==> src/rtl/cmc_pkg.sv <==
`default_nettype none

package cmc_pkg;

   localparam int MAX_RANKS = 16;
   localparam int RANK_W    = 4;
   localparam int ADDR_W    = 2 * RANK_W;
   localparam int CELLS     = MAX_RANKS * MAX_RANKS;
   localparam int CNT_W     = 32;
   localparam int NR_W      = 5;
   localparam int QDEPTH    = 4;
   localparam int Q_PTR_W   = 2;
   localparam int Q_CNT_W   = 3;

   localparam logic [NR_W-1:0] NR_RESET = NR_W'(16);
   localparam logic [NR_W-1:0] NR_MAX   = NR_W'(MAX_RANKS);

   typedef logic [RANK_W-1:0] rank_type;
   typedef logic [ADDR_W-1:0] addr_type;
   typedef logic [CNT_W-1:0]  count_type;
   typedef logic [NR_W-1:0]   nr_type;

   typedef enum logic [1:0] {
      ACT_PAIR = 2'd0,
      ACT_ALL  = 2'd1,
      ACT_ROOT = 2'd2,
      ACT_READ = 2'd3
   } action_type;

   // one queued command for the engine
   typedef struct packed {
      action_type op;
      logic       zero;    // read outside the active square
      rank_type   src;
      rank_type   peer;
   } cmd_type;

   typedef struct packed {
      logic full;
      logic empty;
   } q_status_type;

   function automatic nr_type active_ranks(input nr_type nr);
      active_ranks = (nr > NR_MAX) ? NR_MAX : nr;
   endfunction

endpackage

`default_nettype wire

==> src/rtl/cmc_fifo.sv <==
`default_nettype none

module cmc_fifo (
   input  wire logic             clock,
   input  wire logic             reset,
   input  wire logic             push,
   input  wire cmc_pkg::cmd_type push_data,
   input  wire logic             pop,
   output cmc_pkg::cmd_type      pop_data,
   output cmc_pkg::q_status_type status
);
   import cmc_pkg::*;

   cmd_type              slot_ff [QDEPTH];
   logic [Q_PTR_W-1:0]   wr_ptr_ff, wr_ptr_in;
   logic [Q_PTR_W-1:0]   rd_ptr_ff, rd_ptr_in;
   logic [Q_CNT_W-1:0]   cnt_ff, cnt_in;

   assign status.full  = cnt_ff == Q_CNT_W'(QDEPTH);
   assign status.empty = cnt_ff == '0;
   assign pop_data     = slot_ff[rd_ptr_ff];

   always_comb begin
      wr_ptr_in = push ? wr_ptr_ff + Q_PTR_W'(1) : wr_ptr_ff;
      rd_ptr_in = pop  ? rd_ptr_ff + Q_PTR_W'(1) : rd_ptr_ff;
      cnt_in    = cnt_ff;
      if (push && !pop) begin
         cnt_in = cnt_ff + Q_CNT_W'(1);
      end else if (pop && !push) begin
         cnt_in = cnt_ff - Q_CNT_W'(1);
      end
   end

   always_ff @(posedge clock) begin
      if (reset) begin
         wr_ptr_ff <= '0;
         rd_ptr_ff <= '0;
         cnt_ff    <= '0;
      end else begin
         wr_ptr_ff <= wr_ptr_in;
         rd_ptr_ff <= rd_ptr_in;
         cnt_ff    <= cnt_in;
      end
   end

   always_ff @(posedge clock) begin
      if (push) begin
         slot_ff[wr_ptr_ff] <= push_data;
      end
   end

endmodule

`default_nettype wire

==> config.mk <==
export PLATFORM = sky130hd
export DESIGN_NAME = cmc_fifo
export DESIGN_NICKNAME = d
export VERILOG_FILES = /design/src/rtl/cmc_pkg.sv /design/src/rtl/cmc_fifo.sv
export SDC_FILE = /design/constraint.sdc
export NUM_CORES = 1
export LEC_CHECK = 0
export ABC_CLOCK_PERIOD_IN_PS = 4800
export BUFFER_PORTS_ARGS = -buffer_cell sky130_fd_sc_hd__buf_4
export CAP_MARGIN = 20
export CORE_MARGIN = 1.5
export CORE_UTILIZATION = 60
export DETAILED_ROUTE_END_ITERATION = 8
export PLACE_DENSITY = 0.84
export SETUP_SLACK_MARGIN = 0.05
export SLEW_MARGIN = 20
export SYNTH_ARGS = -nofsm -noshare
export SYNTH_HDL_FRONTEND = slang
export SYNTH_SLANG_ARGS = --single-unit
==> constraint.sdc <==
create_clock -name clock -period 4.8 [get_ports clock]
set_clock_uncertainty 0.1 [all_clocks]
set_input_delay 0.72 -clock clock [delete_from_list [all_inputs] [get_ports clock]]
set_output_delay 0.72 -clock clock [all_outputs]
set_load 0.03 [all_outputs]
Word-level counts from Yosys, hierarchy flattened
Memories as Yosys holds them, arrays and structs flattened. A register that Yosys moved wholly into a read port is not among the register bits.
Index checks and enable logic that the tools add are counted.

storage, ports and cells
  register bits = 7
  RAM bits = 44
  bits of input ports = 15
  memories kept = 1

memories
  memory   words  width  read ports  clocked after memory_dff  write ports  line            RTL
  slot_ff  4      11     1           1                         1            cmc_fifo.sv:14  cmd_type slot_ff [QDEPTH];

operators by class
  add/subtract/negate cells = 4
  equal/unequal tests = 1
  muxes and demuxes = 6
  reductions and logical operators = 6

operators by type and width
  operator                                           number
  two-way mux 3 bit                                  2
  adder 2 x 1 -> 2 bit (second input constant)       2
  two-way mux 2 bit                                  2
  adder 3 x 1 -> 3 bit (second input constant)       1
  == test 3 bit (second input constant)              1
  zero test 3 bit                                    1
  subtractor 3 x 1 -> 3 bit (second input constant)  1
  logical AND 1 bit                                  2
  zero test 1 bit                                    2
  two-way mux 1 bit                                  2
  nonzero test 2 bit                                 1

Logic depth before layout (Yosys ltp)
  depth in word-level cells = 4
  depth in mapped cells = 7
  mapped depth without buffers = 7

Worst setup path after synthesis
No wires, ideal clock.

  kind = input to register
  start point = input pop
  end point = register cnt_ff[2]
  setup time = 0.070 ns
  arrival = 1.910 ns
  setup slack = 2.720 ns
  cell stages on the path = 7
  path through = inv_1 ha_1 inv_1 fa_1 xor2_1 or3_1 a21oi_1

on the way
  word-level cells in the longest chain between the ends = 3

RTL lines
  item                                                            line            RTL
  start: declaration                                              cmc_fifo.sv:8   input wire logic pop,
  zero test 1 bit                                                 cmc_fifo.sv:27  if (push && !pop) begin
  logical AND 1 bit                                               cmc_fifo.sv:27
  two-way mux 3 bit / nonzero test 2 bit (equally long branches)  --
  end signal: assignment                                          cmc_fifo.sv:42  cnt_ff <= cnt_in;
  end: declaration                                                cmc_fifo.sv:17  logic [Q_CNT_W-1:0] cnt_ff, cnt_in;

Parallel ways exist; a longest one is shown, timed or not.
A chain may end at the register's enable or synchronous reset.

==> reports/metrics.cfg <==
[clock_tree]
postCtsSetupBuffers=0
cts_root_buf=clkbuf_4
worstSkewPairLatency_ps=370
clock_sinks=53
cts_max_path_buffers=2
cts_max_level=2
clkSlewWorstSetupHoldPaths_ps=140
cts_buffers=5
cts_resized=0
hold_buffers=0
tritoncts=done

[final_layout]
layout_commonest_cell=edfxtp_1
nNetsFinal=153
fin_area_um2=2340
fill_cells=199
drive_gt1_frac=0.331
syn2layout_area_growth_pct=16.0
final_cell_mix=edfxtp_1 (44), buf_4 (27), mux4_2 (10)
diodes=0
fin_cells=177

[synthesis]
ys_types=21
synth_nets=122
yosysWarnings=0
ys_ff_latch=53
synthCells=101
ys_seq_area_frac=0.744
synth.avg_cell_area_um2=20.0
syn-cell-area_um2=2020

[timing]
setup_viol=0
slew_headroom=0.529
setup_slack_ps=1970
fin_crit_sh=0.590
worst_hold_slack_ps=445
rsz0062_at_grt=no
maxClockFrequency_mhz=353
hold_viol=0
worst_pin_slew_ps=705
fin_crit_ps=2830
finalMaxSlewViolations=0
fin_setup_tns_ps=0

[floorplanning]
num_rows=20
dieArea_um2=3720
io_pins=28
start_util=0.645
core_area_um2=3130
die-width_um=61.0
die_h_um=61.0

[flow_run]
max_cap_viol_count=0

[global_route]
antenna_found_initial=0
grt_pass1_vias=944
grt_util_all_layers=0.202
grt_max_degree=16
grt_pass1_wl_um=4850
grt_overflow_total=0

[setup_path]
crit_buf_inv=1
worstSetupPathType=reg -> out
max_stage_delay_ps=800
worst_path_max_delay_cell=dfxtp_1
worstPathArrival_ps=2010
path_max_fanout=11
critPathLaunchType=flop
crit_chain=mux4_1, buf_4
cp_top_family=flip-flops
cp-end-kind=primary output
worstPathRequired_ps=3980

[placement]
dp_hpwl_um=2170
place_inst=169
portBuffers=27
gp_congestion=0.665
place_area_um2=2260
dp_slack_ps=2330

[power]
power_frac_comb=0.155
switching_power_mw=0.227
power.internal_mw=0.716
ir_worst_vdd_uv=276
seq_power_share=0.579
switching_share=0.241
leakagePower_nw=0.840
clkPwrFrac=0.266
pwr_density_cell_nw_per_um2=403

[detailed_routing]
drc_errors=0
firstDrtPassIters=4
vias_per_cell=5.33
drt_iter0_markers=26
wire_per_inst_um=17.9
via_count=943
detail-route-antenna-nets=0
routed_wl_um=3170

[outcome]
outcome=finished clean

[min_path]
hp-class=in -> reg

-- sequential cells by signal (all words and copies together) (netlist names), named ones only --
| name | cells |
|---|---|
| rd_ptr_ff | 2 |
| cnt_ff | 3 |
| wr_ptr_ff | 2 |
| slot_ff | 44 |
-- cells in the mapped netlist (all sizes together) --
| master | instances | share of area |
|---|---|---|
| o21ai | 1 | 0.0025 |
| nor3 | 1 | 0.0025 |
| ha | 5 | 0.031 |
| fa | 1 | 0.0099 |
| clkbuf | 1 | 0.0019 |
| nand2 | 1 | 0.0019 |
| mux4 | 11 | 0.12 |
| dfxtp | 9 | 0.089 |
| or3 | 1 | 0.0031 |
| mux2i | 2 | 0.0099 |
| xnor2 | 2 | 0.0087 |
| nor2 | 7 | 0.013 |
| buf | 2 | 0.0081 |
| a21oi | 1 | 0.0025 |
| edfxtp | 44 | 0.65 |
| xor2 | 3 | 0.013 |
| nor3b | 1 | 0.0037 |
| inv | 4 | 0.0074 |
| and2 | 4 | 0.012 |
-- final timing paths --
kind / cells past startpoint / from / end / slack (ps)
worst min-delay path: 1 / push_data[2] / slot_ff[3][2] / 440
worst max register to register: 4 / cnt_ff[0] / cnt_ff[2] / 3170
worst min register to register: 2 / rd_ptr_ff[1] / flop / 460
worst max-delay path: 2 / flop / pop_data[6] / 1970
-- stage by stage --
step / util / power, mW
floorplan: - / 0.647
global placement: 0.721 / 0.694
detailed placement: 0.721 / 0.704
CTS: 0.748 / 0.954
global route: 0.748 / 0.981
finish: 0.748 / 0.943
-- worst register-to-register path: stages (launching register included) --
cell,delay (ps)
dfxtp_1,380
fa_1,440
xor2_1,190
or3_1,330
a21oi_1,140
-- layer usage --
metal	global-route usage	part of all wire	vias up
met5	0	0	-
met4	0.0839	0.019	0
met3	0.0597	0.054	7
met2	0.321	0.52	26
met1	0.264	0.41	456
li1	-	-	454
-- logic make-up after synthesis --
family / share of synthesized area
DFF: 0.744
and+or+nand+nor: 0.0366
buffers and inverters: 0.0174
adders and majority gates: 0.0409
muxes: 0.135
AOI/OAI and AO/OA: 0.00495
xor gates and xnor gates: 0.0217
-- final cells by class --
| cell class | instances | area, um^2 | share of cell area |
|---|---|---|---|
| sequential | 53 | 1500 | 0.641 |
| multi-input combinational | 41 | 482 | 0.206 |
| timing repair buffer | 27 | 203 | 0.0866 |
| clock buffer | 7 | 55.1 | 0.0235 |
| tap | 44 | 55.1 | 0.0235 |
| clock inverter | 1 | 30.0 | 0.0128 |
| inverter | 4 | 15.0 | 0.00641 |
-- power by group through the flow --
stage	registers (mW)	logic, mW	clock network (mW)
after CTS	0.547	0.148	0.259
final	0.546	0.146	0.251
after global routing	0.551	0.156	0.274
after floorplan	0.545	0.102	0
after detailed placement	0.557	0.147	0
after global placement	0.555	0.140	0
Power figures use the tool's default switching activity.
