File: src/rtl/cmc_pkg.sv
`default_nettype none

package cmc_pkg;

   localparam int MAX_RANKS = 16;
   localparam int RANK_W    = 4;
   localparam int ADDR_W    = 2 * RANK_W;
   localparam int CELLS     = MAX_RANKS * MAX_RANKS;
   localparam int CNT_W     = 32;
   localparam int NR_W      = 5;
   localparam int QDEPTH    = 4;
   localparam int Q_PTR_W   = 2;
   localparam int Q_CNT_W   = 3;

   localparam logic [NR_W-1:0] NR_RESET = NR_W'(16);
   localparam logic [NR_W-1:0] NR_MAX   = NR_W'(MAX_RANKS);

   typedef logic [RANK_W-1:0] rank_type;
   typedef logic [ADDR_W-1:0] addr_type;
   typedef logic [CNT_W-1:0]  count_type;
   typedef logic [NR_W-1:0]   nr_type;

   typedef enum logic [1:0] {
      ACT_PAIR = 2'd0,
      ACT_ALL  = 2'd1,
      ACT_ROOT = 2'd2,
      ACT_READ = 2'd3
   } action_type;

   // one queued command for the engine
   typedef struct packed {
      action_type op;
      logic       zero;    // read outside the active square
      rank_type   src;
      rank_type   peer;
   } cmd_type;

   typedef struct packed {
      logic full;
      logic empty;
   } q_status_type;

   function automatic nr_type active_ranks(input nr_type nr);
      active_ranks = (nr > NR_MAX) ? NR_MAX : nr;
   endfunction

endpackage

`default_nettype wire

File: src/rtl/cmc_if.sv
`default_nettype none

interface cmc_req_if;
   logic                 valid;
   logic                 ready;
   cmc_pkg::action_type  action;
   cmc_pkg::rank_type    src_rank;
   cmc_pkg::rank_type    peer_rank;

   modport source (output valid, output action, output src_rank, output peer_rank,
                   input ready);
   modport sink   (input valid, input action, input src_rank, input peer_rank,
                   output ready);
endinterface


`default_nettype wire

File: src/rtl/cmc_front.sv
`default_nettype none

module cmc_front (
   cmc_req_if.sink                    req,
   input  wire cmc_pkg::nr_type       n_act,
   input  wire cmc_pkg::q_status_type q_status,
   output logic                       q_push,
   output cmc_pkg::cmd_type           q_data
);
   import cmc_pkg::*;

   logic src_ok;
   logic peer_ok;
   logic keep;

   assign src_ok  = {1'b0, req.src_rank} < n_act;
   assign peer_ok = {1'b0, req.peer_rank} < n_act;

   // drop non-read events with a used rank out of range
   always_comb begin
      case (req.action)
         ACT_PAIR: keep = src_ok && peer_ok;
         ACT_ALL:  keep = src_ok;
         ACT_ROOT: keep = src_ok && peer_ok;
         ACT_READ: keep = 1'b1;
         default:  keep = 1'b0;
      endcase
   end

   assign req.ready   = !q_status.full;
   assign q_push      = req.valid && !q_status.full && keep;
   assign q_data.op   = req.action;
   assign q_data.zero = !(src_ok && peer_ok);
   assign q_data.src  = req.src_rank;
   assign q_data.peer = req.peer_rank;

endmodule

`default_nettype wire

File: src/flat_wrapper.sv
// flat-port wrapper written by rule: the top's interface ports become plain ports
module cmc_front_flat import cmc_pkg::*;
  (n_act, q_status, q_push, q_data, req_valid, req_action, req_src_rank, req_peer_rank, req_ready);
  cmc_req_if req_i ();
  input  wire cmc_pkg::nr_type n_act;
  input  wire cmc_pkg::q_status_type q_status;
  output logic q_push;
  output cmc_pkg::cmd_type q_data;
  input wire logic [$bits(req_i.valid)-1:0] req_valid;
  input wire logic [$bits(req_i.action)-1:0] req_action;
  input wire logic [$bits(req_i.src_rank)-1:0] req_src_rank;
  input wire logic [$bits(req_i.peer_rank)-1:0] req_peer_rank;
  output wire logic [$bits(req_i.ready)-1:0] req_ready;
  assign req_i.valid = req_valid;
  assign req_i.action = req_action;
  assign req_i.src_rank = req_src_rank;
  assign req_i.peer_rank = req_peer_rank;
  assign req_ready = req_i.ready;
  cmc_front u_core (.req(req_i), .n_act(n_act), .q_status(q_status), .q_push(q_push), .q_data(q_data));
endmodule
File: config.mk
export PLATFORM = sky130hd
export DESIGN_NAME = cmc_front_flat
export DESIGN_NICKNAME = d
export VERILOG_FILES = /design/src/rtl/cmc_pkg.sv /design/src/rtl/cmc_if.sv /design/src/rtl/cmc_front.sv /design/src/flat_wrapper.sv
export SDC_FILE = /design/constraint.sdc
export NUM_CORES = 1
export LEC_CHECK = 0
export BUFFER_PORTS_ARGS = -buffer_cell sky130_fd_sc_hd__buf_2
export CORE_AREA = 3 3 40 42
export DETAILED_ROUTE_END_ITERATION = 16
export DIE_AREA = 0 0 43 45
export PLACE_DENSITY = 0.51
export SKIP_LAST_GASP = 1
export SLEW_MARGIN = 10
export SYNTH_ARGS = -nofsm -noshare
export SYNTH_HDL_FRONTEND = slang
export SYNTH_SLANG_ARGS = --single-unit
File: constraint.sdc
create_clock -name vclk -period 4
set_input_delay 0.8 -clock vclk [all_inputs]
set_output_delay 0.8 -clock vclk [all_outputs]
set_load 0.03 [all_outputs]
After elaboration in Yosys (flattened, before gate mapping):

Cells that the tools add are included.
W data, S select, Z words.

* $lt $le $gt $ge: 2
* eq/ne operators: 3
* muxes and demuxes: 1
* reductions and logical operators: 7

Operators with widths (count)
* $lt A4 B5 Y1: 2
* $eq A2 B2 Y1 const B: 2
* $logic_and A1 B1 Y1: 3
* $pmux W1 S3: 1
* $eq A2 B1 Y1 const B: 1
* $logic_not A1 Y1: 2
* $logic_not A2 Y1: 1
* $reduce_or A2 Y1: 1

* bits in registers: 0
* word-level logic and storage cells: 13

Logic depth before layout (Yosys ltp):

* word-level depth: 4
* mapped depth: 6
* depth with buffers taken out: 6

Worst setup path after synthesis:

Ideal clock, no wire load.

* path type: input to output
* start: input n_act[1]
* end: output q_push
* data arrival time: 2.056 ns
* data required time: 3.200 ns
* setup slack: 1.144 ns
* stages on the path: 6
* buffers on the path: 0
* path through: inv_1 > ha_1 > a2111oi_2 > nor3_1 > a211oi_2 > o31a_1

* cells in the longest elaborated chain, start to end: 4

RTL lines
* from (decl): line flat_wrapper.sv:5 `input wire cmc_pkg::nr_type n_act;`
* $lt A4 B5 Y1, on equally long branches: line cmc_front.sv:16, cmc_front.sv:17
* $logic_and A1 B1 Y1: line cmc_front.sv:22, cmc_front.sv:24
* $pmux W1 S3 *: line cmc_front.sv:21 `case (req.action)`
* $logic_and A1 B1 Y1 *: line cmc_front.sv:31 `assign q_push = req.valid && !q_status.full && keep;`
* to (decl): line flat_wrapper.sv:7 `output logic q_push;`

Mark *: on every way between the ends. The rest lies on a longest branch, timed or not.

Final worst setup path:

Same ends and word-level chain as after synthesis.

==> qor.csv <==
stage,metric,value,unit
worst_setup_path,worst path required time,3.20,ns
floorplan,die height,45,um
yosys,sequential area share after synthesis,0,%
floorplan,Initial Utilization,20.2,%
yosys,distinct cell type count after synthesis,12,
power_and_ir_drop,combinational power share,100.0,%
global_routing,GR Overflow Total,0,
final_layout,FF+latch count,0,
floorplan,Ports,31,
power_and_ir_drop,sw power,0.0309,mW
power_and_ir_drop,Total Power,0.0514,mW
final_layout,Nets,80,
place,I/O Buffers,30,
route,via count,280,
sta,sum of negative setup slack,0,ns
sta,worst-margin pin slew,0.311,ns
route,# DRC,0,
worst_setup_path,Max stage delay on crit path,0.29,ns
worst_setup_path,crit path capture type,primary output,
floorplan,DIE AREA,1940,um^2
route,Via-to-Cell Ratio,4.06,
clocking,setup repair bufs after CTS,0,
route,Routed WL,577,um
sta,FMAX,335,MHz
floorplan,row count,13,
yosys,post-synth net total,58,
final_layout,Finished Layout Cells,69,
worst_setup_path,critical path cell sequence,buf_2 -> inv_1 -> ha_1 -> a2111oi_2 -> nor3_1 -> a211oi_2 -> o31a_1 -> buf_2,
route,iteration count of the initial detailed-routing pass,2,
power_and_ir_drop,part of the power in the clock network,0,%
sta,RSZ-0062 raised after global routing,no,
sta,slew margin rel.,79.1,%
power_and_ir_drop,P_leak,0.226,nW
worst_setup_path,Startpoint Class,primary input,
worst_setup_path,Worst path slowest cell,a2111oi_2,
power_and_ir_drop,internal cell power,0.0205,mW
route,Routed WL per cell,8.36,um
global_routing,antenna violations before repair,0,
floorplan,Core Area,1280,um^2
worst_hold_path,HP Class,in -> out,
power_and_ir_drop,pwr/cell area,146,nW/um^2
final_layout,clock buf count,0,
place,HPWL reported at the end of detailed placement,554,um
yosys,synth warn,0,
yosys,top cell type by total area after synthesis,buf_4,
worst_setup_path,crit path max fanout,2,
route,ANT nets after route,0,
power_and_ir_drop,Sw Ratio,60.1,%
sta,Final Critical Period,2.99,ns
floorplan,die width,43,um
power_and_ir_drop,maximum VDD drop,0.0292,mV
clocking,CTS Hold Bufs,0,
power_and_ir_drop,Seq pwr share,0,%
sta,# setup viols final,0,
yosys,post-synth top area share,29.0,%
sta,Slew Limit Fails,0,
yosys,Netlist Area Pre-Place,259,um^2
sta,Final Cycle Share,74.7,%
clocking,post-cts resize count,0,
final_layout,Register Area,0,um^2
yosys,Area contributors post-synth,"buf_4, ha_1, a2111oi_2",
worst_setup_path,Crit Path Category,in -> out,
worst_setup_path,family with the most delay on the worst path,compound AO/OA/AOI/OAI gates,
global_routing,vias in the first global route,240,
run,Max-Cap Viols,0,
yosys,cell count after synthesis,34,
final_layout,Area Overhead vs Synth,36.2,%
global_routing,largest net degree at the start of global routing,4,
place,placed cells,69,
worst_setup_path,Crit path top cell by count,buf_2,
final_layout,FILL cells,143,
final_layout,post-layout util,27.5,%
global_routing,first-pass GRT wire length,979,um
status,status,"finished, final reports clean",
final_layout,ANT cells,0,
route,Iter 0 DRT Violations,1,
worst_setup_path,arrival time worst endpoint,2.19,ns
worst_setup_path,CP Buf/Inv Count,3,
sta,Final Hold Viols,0,
place,RePlAce Congestion,0.668,
final_layout,share of cells above drive strength 1,59.3,%
yosys,syn_area_per_cell,7.62,um^2
global_routing,All-Layer GR Usage,6.05,%
[through the flow]
stage / hold slack (ns) / worst slack, ns / area, um^2
after floorplan: 1.71 / 1.14 / 259
after global placement: 1.86 / 0.991 / 353
after detailed placement: 1.86 / 0.989 / 353
after CTS: 1.86 / 0.987 / 353
after global routing: 1.88 / 0.850 / 353
final: 1.86 / 1.01 / 353
[cell usage in the layout, fill, tap and decap left out, drive strengths merged]
cell,netlist,routed
buf,10,30
ha,6,6
inv,4,4
nor2,3,3
nand2b,2,2
a21o,2,2
nor3,2,2
a2111oi,1,1
a211oi,1,1
nand2,1,1
a21oi,1,1
o31a,1,1
[cells by family after synthesis]
| family | count (synthesis) | share of synthesized area [%] |
|---|---|---|
| buffers and inverters | 14 | 34.8 |
| adder cells (fa/ha/maj) | 6 | 29.0 |
| AO/OA/AOI/OAI | 6 | 21.7 |
| AND/OR/NAND/NOR | 8 | 14.5 |
[power groups by stage]
stage | combinational [mW] | sequential, mW | clock, mW
4_1_cts | 0.0524 | 0 | 0
5_1_grt | 0.0571 | 0 | 0
3_5_place_dp | 0.0522 | 0 | 0
2_1_floorplan | 0.0406 | 0 | 0
6_report | 0.0514 | 0 | 0
3_3_place_gp | 0.0514 | 0 | 0
[layer usage]
| layer | GRT usage [%] | vias to the layer above | part of all wire [%] |
|---|---|---|---|
| met5 | 0 | - | 0 |
| met4 | 0 | 0 | 0 |
| li1 | - | 146 | - |
| met1 | 8.81 | 112 | 43 |
| met3 | 0.398 | 0 | 18 |
| met2 | 10.5 | 22 | 39 |
[path summary, 6_finish.rpt]
check / from / end / slack [ns] / cells after the start
worst min-delay path: req_peer_rank[0] / q_data[0] / 1.86 / 2
worst max-delay path: n_act[1] / q_push / 1.01 / 8
[final cells by class]
type                       count  area, um^2  area share [%]
tap                           15        18.8            5.32
timing repair buffer          30         150            42.6
inverter                       4        15.0            4.26
multi-input combinational     20         169            47.9
[synthesized netlist by cell type]
library cell  count
inv_1             4
buf_4            10
a21o_1            2
a211oi_2          1
a21oi_1           1
a2111oi_2         1
o31a_1            1
ha_1              6
nor2_1            3
nor3_1            2
nand2b_1          2
nand2_1           1
No activity file was read; power rests on OpenSTA's default activity.
